$ cat src/sv/pft_pkg.sv
`timescale 1ns / 1ps

package pft_pkg;

  localparam int PFT_CAPACITY = 64;

  localparam logic [2:0] FN_INSERT = 3'd0;
  localparam logic [2:0] FN_FIRST  = 3'd1;
  localparam logic [2:0] FN_NEXT   = 3'd2;
  localparam logic [2:0] FN_LAST   = 3'd3;
  localparam logic [2:0] FN_PREV   = 3'd4;
  localparam logic [2:0] FN_CLEAR  = 3'd5;

  localparam logic [1:0] ST_DONE = 2'd0;
  localparam logic [1:0] ST_MISS = 2'd1;
  localparam logic [1:0] ST_FULL = 2'd2;

  typedef struct packed {
    logic [2:0]  func;
    logic [31:0] cost;
    logic [31:0] value;
  } in_t;

  typedef struct packed {
    logic [1:0]  status;
    logic [31:0] out_cost;
    logic [31:0] out_value;
  } out_t;

  // what a cell shows its neighbors
  typedef struct packed {
    logic        valid;
    logic        le;
    logic        rm;
    logic [31:0] cost;
    logic [31:0] value;
  } nb_t;

  typedef struct packed {
    nb_t  nb;
    logic rej;
    logic eqh;
    logic sel;
  } cell_o_t;

  typedef struct packed {
    logic        look;
    logic        upd_eq;
    logic        upd_repl;
    logic        upd_ins;
    logic        shift;
    logic        clear;
    logic [31:0] cost;
    logic [31:0] value;
  } ccmd_t;

  typedef struct packed {
    logic any_rm;
    logic reject;
    logic eq;
  } flags_t;

endpackage

$ cat src/sv/pft_cell.sv
`timescale 1ns / 1ps

module pft_cell #(
  parameter int IDX_W = 6,
  parameter int IDX   = 0
) (
  input  logic               clk,
  input  logic               rst_n,
  input  pft_pkg::ccmd_t     cmd,
  input  logic [IDX_W-1:0]   tgt,
  input  pft_pkg::nb_t       left,
  input  pft_pkg::nb_t       right,
  output pft_pkg::cell_o_t   cell_o
);
  import pft_pkg::*;

  logic        valid_r;
  logic        le_r;
  logic        rm_r;
  logic        shen_r;
  logic        geq_r;
  logic        eqc_r;
  logic        sel_r;
  logic [31:0] cost_r;
  logic [31:0] value_r;
  logic        cost_le;
  logic        pred;
  logic        head;

  assign cost_le = cost_r <= cmd.cost;
  // last entry not above the new cost, and first slot at or after it
  assign pred    = le_r & ~right.le;
  assign head    = ~le_r & left.le;

  always_ff @(posedge clk) begin
    if (!rst_n) begin
      valid_r <= 1'b0;
      rm_r    <= 1'b0;
      shen_r  <= 1'b0;
    end else begin
      if (cmd.look) begin
        rm_r <= valid_r & ~cost_le & (value_r <= cmd.value);
      end
      if (cmd.clear) begin
        valid_r <= 1'b0;
      end
      if (cmd.upd_eq) begin
        shen_r <= ~le_r;
      end
      if (cmd.upd_repl) begin
        shen_r <= ~le_r & ~head;
        if (head) begin
          rm_r <= 1'b0;
        end
      end
      if (cmd.upd_ins && !le_r) begin
        valid_r <= head ? 1'b1 : left.valid;
      end
      if (cmd.shift && shen_r) begin
        valid_r <= right.valid;
        rm_r    <= right.rm;
      end
    end
  end

  always_ff @(posedge clk) begin
    if (cmd.look) begin
      le_r  <= valid_r & cost_le;
      geq_r <= value_r >= cmd.value;
      eqc_r <= cost_r == cmd.cost;
      sel_r <= tgt == IDX_W'(IDX);
    end
    if (cmd.upd_eq && pred) begin
      value_r <= cmd.value;
    end
    if (cmd.upd_repl && head) begin
      cost_r  <= cmd.cost;
      value_r <= cmd.value;
    end
    if (cmd.upd_ins && !le_r) begin
      cost_r  <= head ? cmd.cost : left.cost;
      value_r <= head ? cmd.value : left.value;
    end
    // close the gap: take the right neighbor's entry
    if (cmd.shift && shen_r) begin
      cost_r  <= right.cost;
      value_r <= right.value;
    end
  end

  assign cell_o.nb.valid = valid_r;
  assign cell_o.nb.le    = le_r;
  assign cell_o.nb.rm    = rm_r;
  assign cell_o.nb.cost  = cost_r;
  assign cell_o.nb.value = value_r;
  assign cell_o.rej      = pred & geq_r;
  assign cell_o.eqh      = pred & eqc_r;
  assign cell_o.sel      = sel_r;

endmodule

$ cat config.mk
export PLATFORM = sky130hd
export DESIGN_NAME = pft_cell
export DESIGN_NICKNAME = d
export VERILOG_FILES = /design/src/sv/pft_pkg.sv /design/src/sv/pft_cell.sv
export SDC_FILE = /design/constraint.sdc
export NUM_CORES = 1
export LEC_CHECK = 0
export BUFFER_PORTS_ARGS = -buffer_cell sky130_fd_sc_hd__buf_4
export CORE_ASPECT_RATIO = 0.6
export CORE_MARGIN = 2
export CORE_UTILIZATION = 29
export CTS_BUF_LIST = sky130_fd_sc_hd__clkbuf_2
export CTS_CLUSTER_SIZE = 14
export DETAILED_ROUTE_END_ITERATION = 6
export GPL_TIMING_DRIVEN = 0
export HOLD_SLACK_MARGIN = 0.12
export SYNTH_ARGS = -nofsm -noshare
export SYNTH_HDL_FRONTEND = slang
export SYNTH_SLANG_ARGS = --single-unit
$ cat constraint.sdc
create_clock -name clk -period 4.6 [get_ports clk]
set_clock_uncertainty 0.2 [all_clocks]
set_input_delay 0.69 -clock clk [delete_from_list [all_inputs] [get_ports clk]]
set_output_delay 0.69 -clock clk [all_outputs]
set_load 0.01 [all_outputs]
# Word level (Yosys, flattened, before mapping)
# Index checks and enable logic that the tools add are counted.
totals:
  regBits: 71
  latchBits: 0
  mem_bits_rw: 0
  rom_bits: 0
  in_bits: 212
  out_inout_bits: 70
  wordCells: 54
  memories: 0
classes:
  n_addsub: 0
  n_mul: 0
  div_mod_pow: 0
  n_lt_le_gt_ge: 3
  eq_ne: 1
  shifts: 0
  muxes: 19
  bitwise_logic: 12
  n_reduce_logical: 10
op_table:
  columns: ["cell", "n"]
  rows:
  - ["$mux W32", 9]
  - ["$le A32 B32 Y1", 2]
  - ["$eq A32 B32 Y1", 1]
  - ["$ge A32 B32 Y1", 1]
  - ["$mux W1", 10]
  - ["$and A1 B1 Y1", 8]
  - ["$logic_not A6 Y1", 1]
  - ["$reduce_bool A3 Y1", 2]
  - ["$logic_and A1 B1 Y1", 4]
  - ["$not A1 Y1", 4]
  - ["$reduce_bool A4 Y1", 1]
  - ["$reduce_bool A2 Y1", 1]
  - ["$logic_not A1 Y1", 1]

# Depth between registers and ports, before layout
# Gate-level depths: netlist (run 1).
depth:
  word_depth: 8
  depth_mapped: 8
  depth_no_buf: 8

# Worst setup path after synthesis (run 1)
# No wires, ideal clock.
synth_timing:
  kind: "input -> register"
  from: "input left[65] (netlist bit)"
  to: "register value_r[0], enable pin"
  setup_time_ns: 0.388
  arrival_ns: 3.866
  required_ns: 4.012
  setup_slack_ns: 0.146
  path_stages: 3
  path_buffers: 0
  cell_sequence: "a21oi_1 -> o21ai_0 -> a21o_1"
synth_via:
  elab_chain_len: 3
synth_lines:
  columns: ["item", "line_no", "text"]
  rows:
  - ["start, declared", "pft_cell.sv:11", "input pft_pkg::nb_t left,"]
  - ["$and A1 B1 Y1", "pft_cell.sv:33", "assign head = ~le_r & left.le;"]
  - ["$logic_and A1 B1 Y1", "pft_cell.sv:76", "if (cmd.upd_repl && head) begin"]
  - ["$reduce_bool A4 Y1 (no line)", null, null]
  - ["end signal, assigned", "pft_cell.sv:74", "value_r <= cmd.value;"]
  - ["end signal, assigned", "pft_cell.sv:78", "value_r <= cmd.value;"]
  - ["end signal, assigned", "pft_cell.sv:82", "value_r <= head ? cmd.value : left.value;"]
  - ["end, declared", "pft_cell.sv:25", "logic [31:0] value_r;"]
# Every way passes these cells.
# A chain may end at the register's enable or synchronous reset.

# Final worst setup path (run 1)
layout_timing:
  from: "register cost_r[30]"
  to: "register rm_r"
layout_via:
  elab_chain_len: 8
layout_lines:
  columns: ["item", "line_no", "text"]
  rows:
  - ["start, declared", "pft_cell.sv:24", "logic [31:0] cost_r;"]
  - ["start signal, assigned", "pft_cell.sv:77", "cost_r <= cmd.cost;"]
  - ["start signal, assigned", "pft_cell.sv:81", "cost_r <= head ? cmd.cost : left.cost;"]
  - ["start signal, assigned", "pft_cell.sv:86", "cost_r <= right.cost;"]
  - ["$le A32 B32 Y1 *", "pft_cell.sv:30", "assign cost_le = cost_r <= cmd.cost;"]
  - ["$not A1 Y1 *", "pft_cell.sv:42", "rm_r <= valid_r & ~cost_le & (value_r <= cmd.value);"]
  - ["$and A1 B1 Y1 * (2 in a row)", "pft_cell.sv:42", null]
  - ["$mux W1 *", "pft_cell.sv:41", "if (cmd.look) begin"]
  - ["$mux W1", "pft_cell.sv:52", "if (head) begin"]
  - ["$mux W1 *", "pft_cell.sv:50", "if (cmd.upd_repl) begin"]
  - ["$mux W1 *", "pft_cell.sv:59", "if (cmd.shift && shen_r) begin"]
  - ["end signal, assigned", "pft_cell.sv:42", null]
  - ["end signal, assigned", "pft_cell.sv:61", "rm_r <= right.rm;"]
  - ["end, declared", "pft_cell.sv:19", "logic rm_r;"]
# Every way passes the cells marked *; elsewhere a longest branch is shown, timed or not.

==> impl_metrics.py, run 1 <==
metrics = {
    "clock_network": {
        "cts.sinks": 71,
        "post_cts_buffers": 0,
        "clk_latency_ns": 0.51,
        "htree_levels": 3,
        "cts-buffers-inserted": 9,
        "cts_hold_buf": 0,
        "root_buffer": "clkbuf_2",
        "cts_tree": "built",
        "cts.repair.resized": 0,
        "clk_path_buf_depth": 2,
        "cts.clk_slew.worst_paths_ns": 0.21,
    },
    "sta": {
        "fin_crit_sh": 0.6047,
        "drv_slew": 0,
        "setup_viol_count_final": 0,
        "rsz0062_at_grt": "false",
        "min_period_ns": 2.782,
        "holdWs_ns": 0.2094,
        "tightest_slew_ns": 0.8603,
        "relSlewSlack": 0.4212,
        "fmax_mhz": 359.5,
        "hold_violations": 0,
    },
    "floorplan": {
        "die_w_um": 177.9,
        "rows": 38,
        "dieArea_um2": 19270,
        "die_h_um": 108.3,
        "core_um2": 17920,
        "start_util": 0.2935,
        "ios": 282,
    },
    "routing": {
        "viasPerCell": 4.634,
        "drt_first_pass_iters": 5,
        "ant_nets": 0,
        "drc": 0,
        "vias": 5028,
        "routedWlPerCell_um": 16.46,
        "dr.first_iter.drc_count": 197,
        "wl_mm": 17.86,
    },
    "global_route": {
        "antenna_found_initial": 0,
        "grt_pass1_wl_mm": 26.56,
        "grt_usage": 0.1807,
        "overflow": 0,
        "grt_max_degree": 33,
        "grt_pass1_vias": 4882,
    },
    "placement": {
        "placed_area_um2": 7701,
        "portBuffers": 280,
        "dpl.hpwl_mm": 14.94,
        "gp_congestion": 0.8486,
    },
    "synthesis": {
        "syn-num-nets": 824,
        "synth_top_flop_cell": "edfxtp_1",
        "synth_edf_count": 68,
        "synth.avg_cell_area_um2": 9.599,
        "ys_seq_elements": 71,
        "seq_area_frac_synth": 0.3996,
        "netlist_area_um2": 5260,
        "yosysUniqueCellTypes": 43,
        "syn_inst": 548,
        "yosysWarnings": 0,
        "async_reset_ff_frac": 0,
    },
    "cells_and_area": {
        "areaGrowthSynthToFinish_pct": 48.43,
        "layout_common_cells": "buf_4 (284), nand2_1 (77), edfxtp_1 (68)",
        "final_common_cell": "buf_4",
        "drive_above_1_share": 0.3744,
        "fin_nets": 1116,
        "finalInstanceArea_um2": 7807,
        "final_util": 0.4356,
    },
    "outcome": {
        "status": "finished clean",
    },
    "power": {
        "power.density_nw_per_um2": 236.8,
        "ir_drop_v": 0.00008587,
        "leakage_uw": 0.003598,
    },
    "worst_setup_path": {
        "critPathRequiredTime_ns": 4.86,
        "crit_arrival_ns": 3.04,
        "end_kind": "register",
        "crit_fanout": 3,
        "worstSetupPathType": "reg -> reg",
        "start_kind": "register",
    },
    "worst_hold_path": {
        "min_path_type": "in -> reg",
    },
    "flow_run": {
        "cap_violations": 0,
    },
}
-- Yosys cell counts, types with 2 or more instances --
cell type,number,area [um^2]
a211oi_1,5,37.54
a21o_1,4,30.03
a21oi_1,28,140.1
a221o_1,2,20.02
and2_1,3,18.77
buf_2,6,30.03
buf_4,4,30.03
clkbuf_1,14,52.55
dfxtp_1,3,60.06
edfxtp_1,68,2042
ha_1,64,800.8
inv_1,66,247.7
mux2i_1,64,640.6
nand2_1,77,289.0
nand2b_1,2,12.51
nand3_1,10,50.05
nand4_1,13,81.33
nand4_2,3,37.54
nor2_1,6,22.52
nor2b_1,6,37.54
nor4_1,3,18.77
o211ai_1,2,15.01
o21ai_0,36,180.2
o21ai_1,39,195.2
or4_1,2,15.01
-- power by group --
group	switching, uW	total (uW)	internal, uW
clock	237	363	125
combinational	309	641	332
sequential	43.4	845	801
-- registers in the layout, indices dropped and copies added, names as in the netlist --
name / count
shen_r: 1
eqc_r: 1
value_r: 32
sel_r: 1
rm_r: 1
cost_r: 32
le_r: 1
valid_r: 1
geq_r: 1
-- logic make-up (layout without fill, tap and decap cells) --
logic type | count (synthesis) | after routing | share of synthesized area
compound gates | 128 | 128 | 0.1377
fa+ha+maj | 64 | 64 | 0.1522
buf+inv | 90 | 386 | 0.06851
flops | 71 | 71 | 0.3996
mux | 64 | 64 | 0.1218
other cells | 0 | 1 | 0
simple gates | 131 | 131 | 0.1201
-- routing by layer --
layer / share of wire / track usage
met3: 0.099 / 0.06540
met2: 0.42 / 0.2727
met5: 0 / 0
met4: 0.0090 / 0.03103
met1: 0.48 / 0.2505
-- final cells by class --
type | count | area [um^2]
Antenna cell | 1 | 2.502
Sequential cell | 71 | 2102
Inverter | 66 | 247.7
Clock buffer | 11 | 55.05
Fill cell | 1799 | 10120
Tap cell | 240 | 300.3
Buffer | 24 | 112.6
Multi-Input combinational cell | 387 | 2810
Clock inverter | 4 | 47.55
Timing Repair Buffer | 281 | 2130
-- worst max-delay path: stages, from the launching register on --
cell      delay, ns
edfxtp_1       0.48
ha_1           0.36
nand4_2        0.14
nor4_2         0.50
or3b_1         0.40
a31o_1         0.22
a221o_1        0.34
a21oi_2        0.11
-- metrics by stage --
step / power [uW] / cells / setup WS, ns / TNS, ns
2_1_floorplan: 1150 / 548 / 0.1458 / 0
3_3_place_gp: 1495 / 1068 / -1.618 / -71.79
3_5_place_dp: 1506 / 1069 / 1.362 / 0
4_1_cts: 1876 / 1084 / 1.715 / 0
5_1_grt: 1971 / 1084 / 1.697 / 0
6_report: 1848 / 1085 / 1.818 / 0
-- path summary, 6_finish.rpt --
kind	end	slack (ns)	start	cells after the start
setup / recovery	rm_r	1.82	cost_r[30]	7
setup reg to reg	rm_r	1.82	cost_r[30]	7
hold reg to reg	shen_r	0.35	shen_r	2
hold / removal	shen_r	0.21	rst_n	2
No activity file was read; power rests on OpenSTA's default activity.
==> run 2: changes to the inputs <==
Clock period 4.6 ns to 2.3 ns, I/O delays scaled along.
==> impl_metrics.py, run 2 (synthesized netlist as in run 1, its figures left out) <==
metrics = {
    "outcome": {
        "status": "finished with violations",
        "violations": "negative setup slack",
    },
    "cells_and_area": {
        "layout.cells.non_filler": 1307,
        "final_common_cell": "buf_4",
        "layout_common_cells": "buf_4 (300), dlygate4sd3_1 (206), nand2_1 (77)",
        "fin_nets": 1338,
        "multi_input_area_um2": 2992,
        "areaGrowthSynthToFinish_pct": 92.98,
        "n_antenna_cell": 0,
        "drive_above_1_share": 0.3280,
        "finalInstanceArea_um2": 10150,
        "regArea_um2": 2102,
        "reg.largest.list": "cost_r: 32 flops, value_r: 32 flops",
        "nFillCells": 1531,
    },
    "placement": {
        "portBuffers": 280,
        "gp_congestion": 0.8389,
        "placed_area_um2": 7712,
        "dpl.hpwl_mm": 14.68,
        "dp_cells": 1068,
        "pre_cts_ws_ns": -0.5542,
    },
    "floorplan": {
        "ios": 282,
        "die_h_um": 108.3,
        "die_w_um": 177.9,
        "rows": 38,
        "core_um2": 17920,
        "start_util": 0.2935,
        "dieArea_um2": 19270,
    },
    "sta": {
        "tightest_slew_ns": 1.044,
        "hold_violations": 0,
        "worst_slack_ns": -0.3617,
        "rsz0062_at_grt": "true",
        "holdWs_ns": 0.2167,
        "fin_crit_sh": 1.157,
        "min_period_ns": 2.662,
        "fmax_mhz": 375.7,
        "relSlewSlack": 0.3038,
        "setup_viol_count_final": 1,
        "drv_slew": 0,
    },
    "power": {
        "power.density_nw_per_um2": 398.4,
        "leakage_uw": 0.004552,
        "p_total_uw": 4044,
        "ir_drop_v": 0.0001773,
    },
    "worst_hold_path": {
        "min_path_type": "in -> reg",
    },
    "clock_network": {
        "root_buffer": "clkbuf_2",
        "cts.clk_slew.worst_paths_ns": 0.23,
        "cts-buffers-inserted": 9,
        "cts_tree": "built",
        "htree_levels": 3,
        "clk_path_buf_depth": 2,
        "cts.sinks": 71,
        "clk_latency_ns": 0.53,
    },
    "worst_setup_path": {
        "crit_fanout": 3,
        "end_kind": "register",
        "worstSetupPathType": "reg -> reg",
        "start_kind": "register",
        "crit_arrival_ns": 2.94,
        "critPathRequiredTime_ns": 2.58,
    },
    "global_route": {
        "overflow": 0,
        "grt_pass1_vias": 6153,
        "grt_pass1_wl_mm": 32.81,
        "antenna_found_initial": 0,
        "grt_usage": 0.2220,
        "grt_max_degree": 33,
    },
    "routing": {
        "routedWlPerCell_um": 16.82,
        "vias": 6096,
        "wl_mm": 21.98,
        "dr.first_iter.drc_count": 323,
        "drc": 0,
        "viasPerCell": 4.664,
        "ant_nets": 0,
        "drt_first_pass_iters": 4,
    },
    "flow_run": {
        "cap_violations": 0,
    },
}
==> run 2: path summary, 6_finish.rpt <==
check | slack, ns | startpoint | endpoint | cells after the start
setup / recovery | -0.36 | cost_r[21] | rm_r | 7
setup reg to reg | -0.36 | cost_r[21] | rm_r | 7
hold reg to reg | 0.47 | valid_r | le_r | 1
hold / removal | 0.22 | cmd[66] | valid_r | 4
==> run 2: routing by layer <==
layer  global-route usage  up-vias  part of all wire
li1                     -     3007                 -
met1               0.2877     2810              0.45
met2               0.3668      249              0.45
met3              0.06118       30             0.085
met4              0.05621        0             0.016
met5                    0        -                 0
==> run 2: worst max-delay path, stage by stage, from the launching register on <==
cell,delay (ns)
edfxtp_1,0.49
ha_4,0.30
nand4_1,0.18
nor4_4,0.31
or3b_4,0.43
a31o_1,0.21
a221o_1,0.35
a21oi_2,0.15
==> run 2: timing repair <==
item	in CTS	in global routing
cloned	1	0
setup buffers	12	4
endpoints found under the hold margin	72	0
resized for setup	9	18
endpoints found under the setup margin	101	61
hold buffers	206	0
pin swaps	7	2
==> run 2: layout make-up <==
class	instances	area share
Clock inverter	4	0.002219
Multi-Input combinational cell	388	0.2947
Buffer	24	0.01282
Tap cell	240	0.02958
Inverter	66	0.02441
Clock buffer	12	0.005916
Sequential cell	71	0.2071
Timing Repair Buffer	502	0.4233
==> run 2: where the power goes <==
part	internal, uW	switching [uW]
Combinational	950	734
Sequential	1600	90.8
Clock	151	515
Total	2700	1340
==> run 2: stage by stage <==
step | util | setup TNS (ns)
after floorplan | - | -0.04255
after global placement | 0.4303 | -39.96
after detailed placement | 0.4303 | -38.99
after CTS | 0.5586 | -0.3508
after global routing | 0.5663 | -0.5148
final | 0.5663 | -0.3617
==> run 3: changes to the inputs <==
Settings changed: PLACE_DENSITY from default to 0.65.
==> impl_metrics.py, run 3 (synthesized netlist as in run 1, its figures left out) <==
metrics = {
    "floorplan": {
        "dieArea_um2": 19270,
        "core_um2": 17920,
        "die_w_um": 177.9,
        "rows": 38,
        "die_h_um": 108.3,
        "ios": 282,
        "start_util": 0.2935,
    },
    "clock_network": {
        "htree_levels": 3,
        "cts.sinks": 71,
        "cts.clk_slew.worst_paths_ns": 0.27,
        "clk_latency_ns": 0.52,
        "root_buffer": "clkbuf_2",
        "clk_path_buf_depth": 2,
        "cts_tree": "built",
        "cts-buffers-inserted": 9,
    },
    "sta": {
        "tightest_slew_ns": 1.167,
        "setup_viol_count_final": 1,
        "tns_ns": -0.3843,
        "min_period_ns": 2.684,
        "fmax_mhz": 372.5,
        "fin_crit_sh": 1.167,
        "holdWs_ns": 0.2097,
        "relSlewSlack": 0.2222,
        "worst_slack_ns": -0.3843,
        "hold_violations": 0,
        "drv_slew": 0,
        "rsz0062_at_grt": "true",
    },
    "worst_setup_path": {
        "r2r-start": "cost_r[23]",
        "path_buf_inv": 0,
        "reg2reg_setup_slack_ns": -0.38,
        "crit_fanout": 3,
        "end_kind": "register",
        "path_delay_family": "simple AND/OR/NAND/NOR gates",
        "crit_arrival_ns": 2.97,
        "max_stage_delay_ns": 0.50,
        "worstSetupPathType": "reg -> reg",
        "critPathSlowestCell": "edfxtp_1",
        "critPathRequiredTime_ns": 2.59,
        "worstPathCellList": "ha_4 > nand4_1 > nor4_4 > or3b_4 > a31o_4 > a221o_1 > a21oi_2",
        "r2r_end": "rm_r",
        "start_kind": "register",
        "reg2reg_depth": 7,
    },
    "flow_run": {
        "cap_violations": 0,
    },
    "outcome": {
        "violations": "negative setup slack",
        "status": "finished with violations",
    },
    "worst_hold_path": {
        "min_to": "rm_r",
        "hold_path_depth": 4,
        "min_from": "cmd[65]",
        "min_path_type": "in -> reg",
    },
    "routing": {
        "vias": 6086,
        "ant_nets": 0,
        "viasPerCell": 4.689,
        "drc": 0,
        "dr.first_iter.drc_count": 293,
        "drt_first_pass_iters": 5,
        "routedWlPerCell_um": 17.07,
        "wl_mm": 22.16,
    },
    "power": {
        "p_int_uw": 2903,
        "power.density_nw_per_um2": 419.7,
        "leakage_uw": 0.004523,
        "p_comb_frac": 0.393,
        "p_total_uw": 4259,
        "clkPwrFrac": 0.208,
        "p_sw_uw": 1356,
        "pwr-share-seq": 0.399,
        "ir_drop_v": 0.0002615,
        "swShare": 0.3184,
    },
    "global_route": {
        "grt_max_degree": 33,
        "overflow": 0,
        "grt_pass1_wl_mm": 32.91,
        "antenna_found_initial": 0,
        "grt_usage": 0.2239,
        "grt_pass1_vias": 6148,
    },
    "placement": {
        "gp_congestion": 0.8309,
        "portBuffers": 280,
        "pre_cts_ws_ns": -0.5754,
        "dpl.hpwl_mm": 14.85,
    },
    "cells_and_area": {
        "final_util": 0.5662,
        "n_antenna_cell": 0,
        "drive_above_1_share": 0.3251,
        "areaGrowthSynthToFinish_pct": 92.94,
        "final_common_cell": "buf_4",
        "layout_common_cells": "buf_4 (293), dlygate4sd3_1 (203), nand2_1 (77)",
        "fin_nets": 1329,
        "reg.largest.list": "cost_r: 32 flops, value_r: 32 flops",
    },
}
==> run 3: changes by cell type in the layout (fill, tap and decap cells not counted), sizes merged <==
cell         delta
buf             -5
clkbuf          -3
dlygate4sd3     -3
bufinv          +2
==> run 3: power by group through the flow <==
stage          clock [uW]  combinational (uW)  sequential (uW)
2_1_floorplan           0                 544             1760
4_1_cts               915                1620             1690
5_1_grt               966                1830             1710
6_report              886                1680             1700
3_3_place_gp            0                1280             1720
3_5_place_dp            0                1290             1730
==> run 3: cell type report <==
type	instances	area [um^2]
flip-flops and latches	71	2102
fillers	1489	7776
clock inverters	6	85.08
clock buffers	10	50.05
repair buffers	494	4233
plain buffers	23	113.9
multi-input cells	388	3017
inverters	66	247.7
well taps	240	300.3
==> run 3: tightest hold or removal path, stage by stage <==
cell and delay (ns):
buf_4 0.08, nand2_1 0.16, o221ai_1 0.30, a21oi_2 0.04
==> run 3: metal layers <==
layer	global-route usage	up-vias	routed length (um)
met1	0.2953	2827	10040
met4	0.03923	0	141
li1	-	2991	-
met3	0.06013	12	1789
met5	0	-	0
met2	0.3729	256	10190
==> run 3: per-stage QoR <==
| step | std cells | instance area (um^2) |
|---|---|---|
| after floorplan | 548 | 5310 |
| after global placement | 1068 | 7712 |
| after detailed placement | 1068 | 7712 |
| after CTS | 1296 | 10030 |
| after global routing | 1298 | 10150 |
| final | 1298 | 10150 |
==> run 3: worst max path at each step <==
stage,start,endpoint,slack [ns],cells past startpoint
2_1_floorplan,cost_r[27],rm_r,-0.04,7
3_3_place_gp,left[65],value_r[0],-0.55,4
3_5_place_dp,left[65],value_r[0],-0.58,4
4_1_cts,cost_r[23],rm_r,-0.38,7
5_1_grt,cost_r[17],rm_r,-0.49,7
6_report,cost_r[23],rm_r,-0.38,7
==> run 3: what timing repair did <==
| action | in CTS | in global routing |
|---|---|---|
| gates resized for setup | 10 | 12 |
| hold endpoints to repair | 72 | 0 |
| buffers inserted | 8 | 3 |
| endpoints found under the setup margin | 99 | 37 |
| hold buffers | 203 | 0 |
| gates cloned | 1 | 0 |
| pin swaps | 5 | 6 |
