==> config.mk <==
export PLATFORM = sky130hd
export DESIGN_NAME = pft_ctrl
export DESIGN_NICKNAME = d
export VERILOG_FILES = /design/src/sv/pft_pkg.sv /design/src/sv/pft_ctrl.sv
export SDC_FILE = /design/constraint.sdc
export NUM_CORES = 1
export LEC_CHECK = 0
export ABC_AREA = 1
export BUFFER_PORTS_ARGS = -buffer_cell sky130_fd_sc_hd__clkbuf_2
export CAP_MARGIN = 20
export CORE_ASPECT_RATIO = 0.8
export CORE_MARGIN = 2
export CORE_UTILIZATION = 44
export DETAILED_ROUTE_END_ITERATION = 12
export PLACE_DENSITY = 0.88
export SLEW_MARGIN = 5
export SYNTH_ARGS = -nofsm -noshare
export SYNTH_HDL_FRONTEND = slang
export SYNTH_SLANG_ARGS = --single-unit
==> constraint.sdc <==
create_clock -name clk -period 2.4 [get_ports clk]
set_input_delay 0.72 -clock clk [delete_from_list [all_inputs] [get_ports clk]]
set_output_delay 0.72 -clock clk [all_outputs]
set_load 0.02 [all_outputs]
==> src/sv/pft_pkg.sv <==
`timescale 1ns / 1ps

package pft_pkg;

  localparam int PFT_CAPACITY = 64;

  localparam logic [2:0] FN_INSERT = 3'd0;
  localparam logic [2:0] FN_FIRST  = 3'd1;
  localparam logic [2:0] FN_NEXT   = 3'd2;
  localparam logic [2:0] FN_LAST   = 3'd3;
  localparam logic [2:0] FN_PREV   = 3'd4;
  localparam logic [2:0] FN_CLEAR  = 3'd5;

  localparam logic [1:0] ST_DONE = 2'd0;
  localparam logic [1:0] ST_MISS = 2'd1;
  localparam logic [1:0] ST_FULL = 2'd2;

  typedef struct packed {
    logic [2:0]  func;
    logic [31:0] cost;
    logic [31:0] value;
  } in_t;

  typedef struct packed {
    logic [1:0]  status;
    logic [31:0] out_cost;
    logic [31:0] out_value;
  } out_t;

  // what a cell shows its neighbors
  typedef struct packed {
    logic        valid;
    logic        le;
    logic        rm;
    logic [31:0] cost;
    logic [31:0] value;
  } nb_t;

  typedef struct packed {
    nb_t  nb;
    logic rej;
    logic eqh;
    logic sel;
  } cell_o_t;

  typedef struct packed {
    logic        look;
    logic        upd_eq;
    logic        upd_repl;
    logic        upd_ins;
    logic        shift;
    logic        clear;
    logic [31:0] cost;
    logic [31:0] value;
  } ccmd_t;

  typedef struct packed {
    logic any_rm;
    logic reject;
    logic eq;
  } flags_t;

endpackage

==> src/sv/pft_ctrl.sv <==
`timescale 1ns / 1ps

module pft_ctrl #(
  parameter int CAPACITY = pft_pkg::PFT_CAPACITY,
  parameter int IDX_W    = $clog2(CAPACITY),
  parameter int CNT_W    = $clog2(CAPACITY + 1)
) (
  input  logic              clk,
  input  logic              rst_n,
  input  logic              start,
  output logic              busy,
  input  pft_pkg::in_t      in_item,
  output logic              out_strobe,
  output pft_pkg::out_t     out_item,
  input  pft_pkg::flags_t   flags,
  input  logic [31:0]       rd_cost,
  input  logic [31:0]       rd_value,
  output pft_pkg::ccmd_t    ccmd,
  output logic [IDX_W-1:0]  tgt
);
  import pft_pkg::*;

  typedef enum logic [3:0] {
    S_IDLE   = 4'b0001,
    S_LOOK   = 4'b0010,
    S_COMMIT = 4'b0100,
    S_SHIFT  = 4'b1000
  } state_t;

  state_t           state_r, state_nxt;
  in_t              cmd_r, cmd_nxt;
  logic [CNT_W-1:0] count_r, count_nxt;
  logic [IDX_W-1:0] iter_pos_r, iter_pos_nxt;
  logic             iter_valid_r, iter_valid_nxt;
  logic [IDX_W-1:0] p_pos_r, p_pos_nxt;
  logic             p_valid_r, p_valid_nxt;
  logic             p_found_r, p_found_nxt;
  out_t             out_r, out_nxt;
  logic             ostb_r, ostb_nxt;

  logic [IDX_W-1:0] pp_pos;
  logic             pp_valid;
  logic             pp_found;
  logic             is_ins;
  logic             ins_ok;
  logic             full;
  logic             need_shift;
  logic             accept;
  logic [CNT_W-1:0] pos_ext;

  assign is_ins     = cmd_r.func == FN_INSERT;
  assign ins_ok     = is_ins & ~flags.reject;
  assign full       = (count_r == CNT_W'(CAPACITY)) & ~flags.any_rm;
  assign need_shift = ins_ok & flags.any_rm;
  assign busy       = (state_r == S_LOOK) || (state_r == S_COMMIT && need_shift) ||
                      (state_r == S_SHIFT && flags.any_rm);
  assign accept     = start & ~busy;
  assign pos_ext    = CNT_W'(iter_pos_r);

  // iterator move, worked out ahead of the commit
  always_comb begin
    pp_pos   = iter_pos_r;
    pp_valid = iter_valid_r;
    pp_found = 1'b0;
    case (cmd_r.func)
      FN_FIRST: begin
        if (count_r != '0) begin
          pp_pos   = '0;
          pp_valid = 1'b1;
          pp_found = 1'b1;
        end else begin
          pp_valid = 1'b0;
        end
      end
      FN_NEXT: begin
        if (iter_valid_r) begin
          if (pos_ext + CNT_W'(1) < count_r) begin
            pp_pos   = iter_pos_r + IDX_W'(1);
            pp_found = 1'b1;
          end else begin
            pp_valid = 1'b0;
          end
        end
      end
      FN_LAST: begin
        if (count_r != '0) begin
          pp_pos   = IDX_W'(count_r - CNT_W'(1));
          pp_valid = 1'b1;
          pp_found = 1'b1;
        end else begin
          pp_valid = 1'b0;
        end
      end
      FN_PREV: begin
        if (iter_valid_r) begin
          if (iter_pos_r != '0 && pos_ext < count_r) begin
            pp_pos   = iter_pos_r - IDX_W'(1);
            pp_found = 1'b1;
          end else begin
            pp_valid = 1'b0;
          end
        end
      end
      default: begin
        pp_found = 1'b0;
      end
    endcase
  end

  assign tgt = pp_pos;

  always_comb begin
    ccmd.look     = state_r == S_LOOK;
    ccmd.upd_eq   = (state_r == S_COMMIT) & ins_ok & flags.eq;
    ccmd.upd_repl = (state_r == S_COMMIT) & ins_ok & ~flags.eq & flags.any_rm;
    ccmd.upd_ins  = (state_r == S_COMMIT) & ins_ok & ~flags.eq & ~flags.any_rm & ~full;
    ccmd.shift    = (state_r == S_SHIFT) & flags.any_rm;
    ccmd.clear    = (state_r == S_COMMIT) & (cmd_r.func == FN_CLEAR);
    ccmd.cost     = cmd_r.cost;
    ccmd.value    = cmd_r.value;
  end

  always_comb begin
    state_nxt      = state_r;
    cmd_nxt        = cmd_r;
    count_nxt      = count_r;
    iter_pos_nxt   = iter_pos_r;
    iter_valid_nxt = iter_valid_r;
    p_pos_nxt      = p_pos_r;
    p_valid_nxt    = p_valid_r;
    p_found_nxt    = p_found_r;
    out_nxt        = out_r;
    ostb_nxt       = 1'b0;
    if (accept) begin
      cmd_nxt = in_item;
    end
    case (state_r)
      S_IDLE: begin
        if (accept) begin
          state_nxt = S_LOOK;
        end
      end
      S_LOOK: begin
        p_pos_nxt   = pp_pos;
        p_valid_nxt = pp_valid;
        p_found_nxt = pp_found;
        state_nxt   = S_COMMIT;
      end
      S_COMMIT: begin
        ostb_nxt          = 1'b1;
        out_nxt.out_cost  = '0;
        out_nxt.out_value = '0;
        out_nxt.status    = ST_MISS;
        case (cmd_r.func)
          FN_INSERT: begin
            iter_valid_nxt = 1'b0;
            if (flags.reject) begin
              out_nxt.status = ST_MISS;
            end else if (flags.eq) begin
              out_nxt.status = ST_DONE;
            end else if (full) begin
              out_nxt.status = ST_FULL;
            end else begin
              out_nxt.status = ST_DONE;
              if (!flags.any_rm) begin
                count_nxt = count_r + CNT_W'(1);
              end
            end
          end
          FN_FIRST, FN_NEXT, FN_LAST, FN_PREV: begin
            iter_pos_nxt   = p_pos_r;
            iter_valid_nxt = p_valid_r;
            if (p_found_r) begin
              out_nxt.status    = ST_DONE;
              out_nxt.out_cost  = rd_cost;
              out_nxt.out_value = rd_value;
            end
          end
          FN_CLEAR: begin
            count_nxt      = '0;
            iter_valid_nxt = 1'b0;
            out_nxt.status = ST_DONE;
          end
          default: begin
            out_nxt.status = ST_MISS;
          end
        endcase
        if (need_shift) begin
          state_nxt = S_SHIFT;
        end else if (accept) begin
          state_nxt = S_LOOK;
        end else begin
          state_nxt = S_IDLE;
        end
      end
      S_SHIFT: begin
        // drop one dominated entry per cycle
        if (flags.any_rm) begin
          count_nxt = count_r - CNT_W'(1);
        end else if (accept) begin
          state_nxt = S_LOOK;
        end else begin
          state_nxt = S_IDLE;
        end
      end
      default: begin
        state_nxt = S_IDLE;
      end
    endcase
  end

  always_ff @(posedge clk) begin
    if (!rst_n) begin
      state_r      <= S_IDLE;
      count_r      <= '0;
      iter_pos_r   <= '0;
      iter_valid_r <= 1'b0;
      ostb_r       <= 1'b0;
    end else begin
      state_r      <= state_nxt;
      count_r      <= count_nxt;
      iter_pos_r   <= iter_pos_nxt;
      iter_valid_r <= iter_valid_nxt;
      ostb_r       <= ostb_nxt;
    end
  end

  always_ff @(posedge clk) begin
    cmd_r     <= cmd_nxt;
    p_pos_r   <= p_pos_nxt;
    p_valid_r <= p_valid_nxt;
    p_found_r <= p_found_nxt;
    out_r     <= out_nxt;
  end

  assign out_strobe = ostb_r;
  assign out_item   = out_r;

  a_count_bound: assert property (@(posedge clk) disable iff (!rst_n)
    count_r <= CNT_W'(CAPACITY))
    else $error("entry count above capacity");

  a_iter_in_range: assert property (@(posedge clk) disable iff (!rst_n)
    iter_valid_r |-> (pos_ext < count_r))
    else $error("iterator points past the last entry");

  a_strobe_after_commit: assert property (@(posedge clk) disable iff (!rst_n)
    out_strobe |-> $past(state_r == S_COMMIT))
    else $error("result beat without a commit");

  a_full_only_when_full: assert property (@(posedge clk) disable iff (!rst_n)
    (out_strobe && out_item.status == ST_FULL) |-> $past(count_r == CNT_W'(CAPACITY)))
    else $error("full status with room left");

  a_shift_after_insert: assert property (@(posedge clk) disable iff (!rst_n)
    (state_r == S_SHIFT) |-> (cmd_r.func == FN_INSERT))
    else $error("compaction outside an insert");

endmodule

After elaboration in Yosys (flattened, before gate mapping)
Cells that the tools add are included.
{"block": "totals", "word_cells": 107, "regBits": 160}
{"block": "op_classes", "add_sub_neg": 5, "n_mux": 33, "order_cmp": 2, "bitwise_logic": 17, "eq_ne": 18, "reduce_logical": 18}
{"operator": "65-bit two-way mux", "n": 1}
{"operator": "6-bit two-way mux", "n": 6}
{"operator": "7-bit two-way mux", "n": 5}
{"operator": "7-bit one-hot mux with 2 select lines", "n": 2}
{"operator": "6-bit one-hot mux with 4 select lines", "n": 1}
{"operator": "4-bit one-hot mux with 4 select lines", "n": 1}
{"operator": "1-bit bitwise AND", "n": 12}
{"operator": "4-bit two-way mux", "n": 3}
{"operator": "3-bit != test (second input constant)", "n": 4}
{"operator": "2-bit two-way mux", "n": 4}
{"operator": "2-bit AND reduction", "n": 4}
{"operator": "6-bit by 1-bit adder with 7-bit output (second input constant)", "n": 1}
{"operator": "7-bit by 1-bit adder with 7-bit output (second input constant)", "n": 1}
{"operator": "7-bit equality test (second input constant)", "n": 1}
{"operator": "6-bit by 7-bit less-than comparator with 1-bit output", "n": 1}
{"operator": "7-bit less-than comparator", "n": 1}
{"operator": "7-bit AND reduction", "n": 1}
{"operator": "7-bit nonzero test", "n": 1}
{"operator": "7-bit by 1-bit subtractor with 7-bit output (second input constant)", "n": 1}
{"operator": "6-bit by 1-bit adder with 6-bit output (second input constant)", "n": 1}
{"operator": "3-bit by 2-bit equality test with 1-bit output (second input constant)", "n": 2}
{"operator": "3-bit equality test (second input constant)", "n": 2}
{"operator": "1-bit two-way mux", "n": 6}
{"operator": "2-bit != test (second input constant)", "n": 3}
{"operator": "18 further kinds", "n": 28}

Longest topological paths before layout
Gate-level depths: netlist of run 1.
{"block": "logic_depth", "depth_word": 11, "ltp_mapped": 15, "mapped_depth_nobuf": 15}

Least setup slack after synthesis of run 1
Ideal clock, no wire load.
{"block": "synth_path", "path_kind": "register to output", "start": "reg iter_pos_r[0]", "end": "out tgt[1]", "path_stages_with_launch": 15, "path_buffers": 0, "arrival_time_ps": 2035, "setup_slack_ps": -355, "path_cell_list": "dfxtp_1 -> ha_1 -> nand3_1 -> xor2_1 -> inv_1 -> ha_1 -> nand3_1 -> nor2_1 -> nor2_1 -> nand3_1 -> inv_2 -> nand2_1 -> o21ai_0 -> nor2_1 -> o21ai_1"}
{"block": "synth_between", "elab_chain_len": 5, "elab_cells_between_ends": 12, "cone_classes": "add/sub (3); order compare (2); mux (5); reduce/logical (2)"}
{"item": "start, declared", "line_no": "pft_ctrl.sv:33", "source": "logic [IDX_W-1:0] iter_pos_r, iter_pos_nxt;"}
{"item": "start signal, assigned", "line_no": "pft_ctrl.sv:222", "source": "iter_pos_r <= iter_pos_nxt;"}
{"item": "6-bit by 1-bit adder with 7-bit output, or another cell as far along", "line_no": "pft_ctrl.sv:77", "source": "if (pos_ext + CNT_W'(1) < count_r) begin"}
{"item": "7-bit less-than comparator or 1-bit logical AND (tied branches)", "line_no": "pft_ctrl.sv:77, pft_ctrl.sv:96"}
{"item": "6-bit two-way mux (on tied branches)", "line_no": "pft_ctrl.sv:77, pft_ctrl.sv:96"}
{"item": "6-bit two-way mux (on tied branches)", "line_no": "pft_ctrl.sv:76, pft_ctrl.sv:95"}
{"item": "6-bit one-hot mux with 4 select lines *", "line_no": "pft_ctrl.sv:65", "source": "case (cmd_r.func)"}
{"item": "end, declared", "line_no": "pft_ctrl.sv:19", "source": "output logic [IDX_W-1:0] tgt"}
Mark *: on every way between the ends. The rest lies on a longest branch, timed or not.

Final worst setup path of run 1
Ends and elaborated chain as after synthesis.

==> flow_summary.ini, run 1 <==
[worst_setup_path]
reg2reg_depth = 14
required_ps = 1680
cp_top_family = simple AND/OR/NAND/NOR gates
slowest_delay_ps = 370
path_class = reg -> out
crit_chain = nand4_1 -> nor2_1 -> xor2_1 -> inv_1 -> ha_4 -> nand3_4 -> nor2_4 -> nor2_4 -> nand3_4 -> inv_4 -> nand2_1 -> o21ai_1 -> nor2_1 -> o21ai_2 -> clkbuf_8
startpoint_type = register
arrival_ps = 2600
worstSetupEndpointType = output port
crit_buf_inv = 3
crit_start = iter_pos_r[0]
cp_num_cells = 15
crit_path_max_fanout = 4
worst_path_max_delay_cell = dfxtp_4
r2r-start = iter_pos_r[0]

[timing]
slew_headroom_pct = 67.9
hold_viol_final = 0
post-route-period-util_pct = 138
setup_viol = 9
max_freq_mhz = 301
worst_pin_slew_ps = 482
whs_ps = 469
setup_ws_ps = -919
rsz0062_at_grt = yes
fin_skew_ps = 13.1
drv_slew = 0
finalCriticalPeriod_ps = 3320

[outcome]
status = complete, but fails checks
violations = setup timing

[synth]
synth.area.top_cells = edfxtp_1 58%, buf_4 6.7%, nor2_1 5.4%
seq_area_frac_synth_pct = 63.6
synth_top_cell_by_area = edfxtp_1
syn-cell-area_mm2 = 0.00726
synthCells = 676
synthDominantCellAreaShare_pct = 58.3
synth_seq_cells = 160
synth_warnings = 0
yosysUniqueCellTypes = 36
synth_nets = 829
synth.avg_cell_area_um2 = 10.7

[finish]
layoutNonFillerInstCount = 1208
num-nets-final = 1133
post_route_cells_drive_above_1_share_pct = 47.9
finish.utilization_pct = 62.4
fillers = 1301
antenna_cells = 0
syn2layout_area_growth_pct = 37.0

[route]
vias_per_cell = 4.72
wirelength_mm = 19.0
wl_met3_mm = 1.29
first_iter_violations = 477
drcViolationCount = 0
wl_met2_mm = 10.2
wl_per_cell_um = 15.7
highest_layer = met4
firstDrtPassIters = 6
num_vias = 5707
wl_met1_mm = 7.20
drtAntennaViolNets = 0

[run]
drv_cap = 0

[clocking]
cts.sink_count = 160
clk_pin_slew_ps = 70
h-tree-depth = 4
cts-root-buf = clkbuf_16
ctsHoldBuffers = 0
insertion_delay_ps = 420
numCtsBuffers = 17
cts.path.max_buffers = 2
cts_tree = yes

[global_routing]
grtUsageTotal_pct = 21.4
grt_pass1_wl_mm = 28.8
grt.overflow.total = 0
grt_max_degree = 60
grt_antenna_before_repair = 0
grt_pass1_vias = 5516

[worst_hold_path]
min_delay_path_depth = 1
hold_path_class = in -> reg
hp-start = in_item[58]

[floorplanning]
io-pin-count = 281
die_y_um = 119
initial_core_util_pct = 45.5
fp.coreArea_mm2 = 0.0160
dieArea_mm2 = 0.0176
rows = 41
die_w_um = 148

[placed_design]
place.gp.congestion = 0.912
placed_cells = 1153
pre_cts_slack_ps = -488
dpl.hpwl_mm = 14.0
port_buffers = 280

[power]
p_clk_share_pct = 40.9
combPwrFrac_pct = 9.0
vdd_drop_max_mv = 0.456
powerDensity_mw_per_mm2 = 631
p_int_mw = 4.72
p_sw_mw = 1.56
leakage_nw = 4.84
swShare_pct = 24.8
seqPwrFrac_pct = 50.0
[cells by family after synthesis]
family	Yosys count	synth area share [%]
flip-flops	160	63.6
XOR/XNOR	10	1.21
adder cells (fa/ha/maj)	16	2.76
AND/OR/NAND/NOR	247	14.9
AO/OA/AOI/OAI	53	4.10
buffers and inverters	190	13.5
[path summary, 6_finish.rpt]
check                  end  slack (ps)
min               ccmd[58]         470
max reg2reg     p_pos_r[3]          50
max                 tgt[1]        -920
min reg2reg  iter_pos_r[5]         520
[state kept, by name (all words and copies together), names as in the netlist]
signal / count
out_strobe: 1
iter_pos_r: 6
iter_valid_r: 1
p_found_r: 1
state_r: 4
out_item: 66
count_r: 7
p_valid_r: 1
p_pos_r: 6
ccmd: 64
cmd_r: 3
[power groups by stage]
stage / combinational (mW) / clock, mW / sequential (mW)
floorplan: 0.348 / 0 / 3.20
global route: 0.616 / 2.75 / 3.14
global placement: 0.518 / 0 / 3.20
finish: 0.565 / 2.57 / 3.14
CTS: 0.555 / 2.64 / 3.14
detailed placement: 0.530 / 0 / 3.20
[per-layer routing]
metal	GRT usage (%)	vias to the layer above
met4	6.55	0
li1	-	2759
met2	38.7	251
met1	24.8	2666
met3	5.82	31
met5	0	-
[stage by stage]
stage	TNS (ps)	instance area (um2)	power [mW]
3_5_place_dp	-2790	8890	3.73
2_1_floorplan	-898	7320	3.55
6_report	-5640	9950	6.27
3_3_place_gp	-2590	8890	3.72
5_1_grt	-7340	9950	6.51
4_1_cts	-5450	9830	6.34
[area by class of cell]
class                   count  area, um2  area share, %
flip-flops and latches    160       4640           46.6
repair buffers            361       2120           21.3
multi-input cells         326       1920           19.3
inverters                 114        435           4.38
clock buffers              18        429           4.31
well taps                 215        269           2.70
clock inverters            14        144           1.45
[timing repair]
action,in CTS,in global routing
endpoints found under the setup margin,10,18
pin swaps,24,19
resized for setup,50,29
setup buffers,19,7
[cell usage in the layout, fill, tap and decap left out, drive strengths merged, types with 2 or more instances in the layout]
| cell type | count |
|---|---|
| a21oi | 20 |
| buf | 88 |
| clkbuf | 291 |
| clkinv | 4 |
| clkinvlp | 3 |
| dfxtp | 19 |
| edfxtp | 141 |
| ha | 16 |
| inv | 121 |
| nand2 | 82 |
| nand3 | 38 |
| nand4 | 7 |
| nor2 | 110 |
| nor3 | 7 |
| o211ai | 2 |
| o21ai | 25 |
| or2 | 2 |
| xnor2 | 2 |
| xor2 | 8 |
[cells in the mapped netlist]
cell type  instances
o21ai_0           11
xor2_1             8
ha_1              16
a21oi_2            1
clkbuf_1           1
nor3_1             6
or2_1              2
nor2_2             3
nor2_1           105
o221ai_1           1
nand3_2            2
inv_2             20
edfxtp_1         141
o211ai_1           2
inv_1             94
buf_4             65
buf_2              8
nand4_1            7
nor3_2             1
nand2_4            2
xnor2_1            2
o21ai_1           13
nor2_4             2
o21bai_1           1
nand3_1           36
nand2_2            7
a21oi_1           19
dfxtp_1           19
nand2_1           73
o22ai_1            1
a21boi_2           1
o31ai_1            1
nor4_1             1
buf_6              2
a2111oi_0          1
o21ai_2            1
Power figures use the tool's default switching activity.
==> run 2: changes to the inputs <==
--- a/config.mk
+++ b/config.mk
@@ -10,9 +10,9 @@
 export CAP_MARGIN = 20
 export CORE_ASPECT_RATIO = 0.8
 export CORE_MARGIN = 2
-export CORE_UTILIZATION = 44
+export CORE_UTILIZATION = 45
 export DETAILED_ROUTE_END_ITERATION = 12
-export PLACE_DENSITY = 0.88
+export PLACE_DENSITY = 0.87
 export SLEW_MARGIN = 5
 export SYNTH_ARGS = -nofsm -noshare
 export SYNTH_HDL_FRONTEND = slang
==> constraint.sdc (replaced) <==
create_clock -name clk -period 3.5 [get_ports clk]
set_input_delay 1.05 -clock clk [delete_from_list [all_inputs] [get_ports clk]]
set_output_delay 1.05 -clock clk [all_outputs]
set_load 0.02 [all_outputs]
==> flow_summary.ini, run 2 (synthesis results as in run 1) <==
[outcome]
status = complete, but fails checks
violations = setup timing

[global_routing]
met1_usage_pct = 25.2
use_met3_pct = 6.09
busiest_layer = met2
grt_antenna_before_repair = 0
grt_max_degree = 69
grt_pass1_vias = 5047
grt_pass1_wl_mm = 27.1
grtUsageTotal_pct = 20.7
use_met2_pct = 35.1
grt.overflow.total = 0

[worst_setup_path]
reg2reg_depth = 14
path_class = reg -> out
crit_buf_inv = 2
arrival_ps = 2570
crit_chain = ha_4 -> nand3_4 -> xor2_2 -> inv_1 -> ha_4 -> nand3_4 -> nor2_4 -> nor2_4 -> nand2_2 -> a21oi_4 -> or2_1 -> nand3_2 -> clkbuf_8
worstSetupEndpointType = output port
crit_path_max_fanout = 4
cp_top_family = simple AND/OR/NAND/NOR gates
worst_path_max_delay_cell = dfxtp_4
slowest_delay_ps = 370
required_ps = 2450
startpoint_type = register
cp_num_cells = 13

[floorplanning]
rows = 41
die_w_um = 146
die_y_um = 118
initial_core_util_pct = 46.0
dieArea_mm2 = 0.0172
fp.coreArea_mm2 = 0.0158
io-pin-count = 281

[worst_hold_path]
min_delay_path_depth = 2
hold_path_class = reg -> reg

[timing]
finalCriticalPeriod_ps = 3620
slew_headroom_pct = 40.2
worst_pin_slew_ps = 898
setup_ws_ps = -124
setup_tns_ps = -631
fin_skew_ps = 12.7
drv_slew = 0
max_freq_mhz = 276
whs_ps = 524
post-route-period-util_pct = 104
rsz0062_at_grt = yes
hold_viol_final = 0
setup_viol = 6

[finish]
fillers = 1311
post_route_cells_drive_above_1_share_pct = 43.1
largest_register_ff_count = 66
syn2layout_area_growth_pct = 29.3
num-nets-final = 1070
final_cell_mix = 274 x clkbuf_2, 141 x edfxtp_1, 102 x nor2_1
antenna_cells = 0
final_common_cell = clkbuf_2
finish.utilization_pct = 59.4

[power]
powerDensity_mw_per_mm2 = 466
leakage_nw = 4.53
power_mw = 4.38
vdd_drop_max_mv = 0.329

[clocking]
clk_pin_slew_ps = 70
cts.sink_count = 160
h-tree-depth = 4
insertion_delay_ps = 430
cts.path.max_buffers = 2
cts_tree = yes
numCtsBuffers = 17
cts-root-buf = clkbuf_16

[run]
drv_cap = 0

[placed_design]
place.gp.congestion = 0.924
port_buffers = 280
dpl.hpwl_mm = 13.5

[route]
drcViolationCount = 0
first_iter_violations = 483
vias_per_cell = 4.76
wirelength_mm = 18.1
wl_per_cell_um = 15.8
drtAntennaViolNets = 0
firstDrtPassIters = 5
num_vias = 5446
==> run 2: cell types whose count changed in the layout (fill, tap and decap cells not counted), sizes merged <==
cell | before | now
buf | 88 | 20
bufinv | 0 | 2
clkbuf | 291 | 295
clkinv | 4 | 6
clkinvlp | 3 | 0
==> run 2: cell type report <==
cell class	instances	area, um2	area share [%]
Clock buffer	17	425	4.53
Clock inverter	15	173	1.84
Inverter	114	433	4.61
Multi-Input combinational cell	326	1870	19.9
Sequential cell	160	4630	49.3
Tap cell	215	269	2.86
Timing Repair Buffer	298	1590	17.0
==> run 2: through the flow <==
stage	std cells	setup WS, ps	area, um2
4_1_cts	1141	-117	9260
2_1_floorplan	676	145	7260
5_1_grt	1145	-253	9390
3_5_place_dp	1105	148	8460
6_report	1145	-124	9390
3_3_place_gp	1105	207	8460
==> run 2: where the power goes <==
group / internal (mW) / switching, mW / total (mW)
Combinational: 0.132 / 0.222 / 0.355
Sequential: 2.13 / 0.0211 / 2.15
Clock: 1.07 / 0.798 / 1.87
Total: 3.34 / 1.04 / 4.38
==> run 2: final timing paths <==
kind | from | end | slack (ps)
setup / recovery | iter_pos_r[1] | tgt[2] | -120
hold reg to reg | p_pos_r[5] | iter_pos_r[5] | 520
setup reg to reg | iter_pos_r[1] | p_pos_r[5] | 1150
hold / removal | p_pos_r[5] | iter_pos_r[5] | 520
==> run 2: per-layer routing <==
metal / wire [um] / part of all wire (%) / vias to the layer above
met5: 0 / 0 / -
met4: 506 / 2.8 / 0
met3: 1530 / 8.4 / 44
met2: 9070 / 50 / 275
met1: 7030 / 39 / 2498
li1: - / - / 2629
==> run 2: worst reg2reg max path, delay by kind of cell (launching register included) <==
kind	cells	cell delay, ps
AOI/OAI and AO/OA	1	170
xor gates and xnor gates	1	170
adders and majority gates	2	430
buffers and inverters	2	240
DFF	1	370
and+or+nand+nor	8	740
==> run 2: timing repair <==
| item | in CTS | in global routing |
|---|---|---|
| pin swaps | 20 | 14 |
| hold endpoints to repair | 0 | 0 |
| buffers inserted | 4 | 4 |
| hold buffers | 0 | 0 |
| gates resized for setup | 38 | 27 |
| setup endpoints to repair | 6 | 6 |
==> run 3: changes to the inputs <==
--- a/config.mk
+++ b/config.mk
@@ -13,6 +13,7 @@
 export CORE_UTILIZATION = 45
 export DETAILED_ROUTE_END_ITERATION = 12
 export PLACE_DENSITY = 0.87
+export RECOVER_POWER = 50
 export SLEW_MARGIN = 5
 export SYNTH_ARGS = -nofsm -noshare
 export SYNTH_HDL_FRONTEND = slang
==> flow_summary.ini, run 3 (synthesis results as in run 1) <==
[route]
wl_per_cell_um = 16.0
firstDrtPassIters = 5
num_vias = 5432
vias_per_cell = 4.74
drtAntennaViolNets = 0
first_iter_violations = 450
drcViolationCount = 0
wirelength_mm = 18.3

[clocking]
cts-root-buf = clkbuf_16
cts.path.max_buffers = 2
h-tree-depth = 4
clk_pin_slew_ps = 70
insertion_delay_ps = 430
cts_tree = yes
numCtsBuffers = 17
cts.sink_count = 160

[run]
drv_cap = 1

[placed_design]
dpl.hpwl_mm = 13.5
place.gp.congestion = 0.924
dpl_cell_area_mm2 = 0.00846
port_buffers = 280
pre_cts_slack_ps = 148

[floorplanning]
die_y_um = 118
initial_core_util_pct = 46.0
io-pin-count = 281
dieArea_mm2 = 0.0172
fp.coreArea_mm2 = 0.0158
rows = 41
die_w_um = 146

[worst_setup_path]
path_class = reg -> out
startpoint_type = register
r2r-start = state_r[1]
r2r_setup_slack_ps = 480
endpoint = tgt[2]
reg2reg_depth = 13
crit_path_max_fanout = 4
slowest_delay_ps = 370
crit_chain = ha_4 -> nand3_4 -> xor2_2 -> inv_1 -> ha_4 -> nand3_4 -> nor2_4 -> nor2_4 -> nand2_2 -> a21oi_4 -> or2_1 -> nand3_2 -> clkbuf_8
rr_endpoint = count_r[1]
arrival_ps = 2580
required_ps = 2450
worstSetupEndpointType = output port
crit_start = iter_pos_r[1]
worst_path_max_delay_cell = dfxtp_4

[power]
p_sw_mw = 1.04
vdd_drop_max_mv = 0.331
p_int_mw = 3.33
powerDensity_mw_per_mm2 = 471
p_clk_share_pct = 42.8
power_mw = 4.37
swShare_pct = 23.9
leakage_nw = 4.31
seqPwrFrac_pct = 49.3
combPwrFrac_pct = 7.9

[finish]
antenna_cells = 0
largest_register_ff_count = 66
postLayoutCellArea_mm2 = 0.00929
multi_input_area_mm2 = 0.00186
post_route_cells_drive_above_1_share_pct = 34.5
syn2layout_area_growth_pct = 27.9
final_cell_mix = 202 x clkbuf_2, 141 x edfxtp_1, 102 x nor2_1
fillers = 1346
ff_latch_area_mm2 = 0.00463
final_common_cell = clkbuf_2
num-nets-final = 1070

[timing]
fin_skew_ps = 12.6
max_freq_mhz = 276
rsz0062_at_grt = yes
drv_slew = 69
slew_headroom_pct = -17.3
setup_viol = 6
post-route-period-util_pct = 104
hold_viol_final = 0
finalCriticalPeriod_ps = 3630
setup_ws_ps = -129
worst_pin_slew_ps = 1760

[global_routing]
use_met2_pct = 35.1
busiest_layer = met2
use_met3_pct = 6.09
grtUsageTotal_pct = 20.7
grt_antenna_before_repair = 0
grt.overflow.total = 0
grt_max_degree = 69
grt_pass1_wl_mm = 27.1
met1_usage_pct = 25.2
grt_pass1_vias = 5047

[outcome]
violations = capacitance limit, slew limit, setup timing
status = complete, but fails checks

[worst_hold_path]
hold_path_class = reg -> reg
run 3: changes by cell type in the layout (fill, tap and decap cells not counted):
| cell | change |
|---|---|
| inv_2 | -4 |
| buf_4 | -2 |
| inv_1 | +4 |
| clkbuf_2 | -72 |
| clkbuf_1 | +74 |
| nand2_1 | +2 |
| nand2_2 | -2 |
run 3: worst min-delay path by stage:
stage / end / slack, ps / cells after the start / start
finish: iter_pos_r[5] / 530 / 2 / p_pos_r[5]
global route: iter_pos_r[1] / 530 / 2 / p_pos_r[1]
CTS: iter_pos_r[5] / 510 / 2 / p_pos_r[5]
detailed placement: iter_pos_r[5] / 500 / 2 / p_pos_r[5]
global placement: iter_pos_r[5] / 490 / 2 / p_pos_r[5]
floorplan: iter_pos_r[3] / 480 / 2 / p_pos_r[3]
run 3: cell type report:
| class | instances | share of cell area (%) |
|---|---|---|
| Clock buffer | 17 | 4.58 |
| Clock inverter | 15 | 1.86 |
| Multi-Input combinational cell | 326 | 20.0 |
| Tap cell | 215 | 2.90 |
| Sequential cell | 160 | 49.9 |
| Inverter | 114 | 4.66 |
| Timing Repair Buffer | 298 | 16.1 |
run 3: timing repair:
action / in CTS / in global routing
buffers inserted: 4 / 4
setup endpoints to repair: 6 / 6
pin swaps: 20 / 14
resized for setup: 38 / 27
hold buffers: 0 / 0
run 3: power groups by stage:
stage / sequential (mW) / combinational (mW) / clock (mW)
2_1_floorplan: 2.20 / 0.238 / 0
3_3_place_gp: 2.20 / 0.335 / 0
3_5_place_dp: 2.20 / 0.342 / 0
4_1_cts: 2.16 / 0.349 / 1.90
5_1_grt: 2.16 / 0.378 / 1.98
6_report: 2.15 / 0.347 / 1.87
run 3: layer usage:
layer  wire length [um]  share of wire (%)  up-vias
met5                  0                  0        -
met2               9100                 50      253
met1               7210                 39     2507
met3               1470                8.1       43
met4                486                2.7        0
li1                   -                  -     2629
run 3: metrics by stage:
step                      utilization [%]  hold slack (ps)  TNS [ps]  cells
after floorplan                         -              483         0    676
after global placement               53.6              492         0   1105
after detailed placement             53.6              499         0   1105
after CTS                            58.6              515      -609   1141
after global routing                 58.8              527     -1420   1145
final                                58.8              528      -663   1145
run 3: critical path, delay by kind of cell (launching register included):
family          cells  cell delay [ps]
compound gates      1               70
xor+xnor            1              160
fa+ha+maj           2              460
buf+inv             2              240
flops               1              370
simple gates        7              840
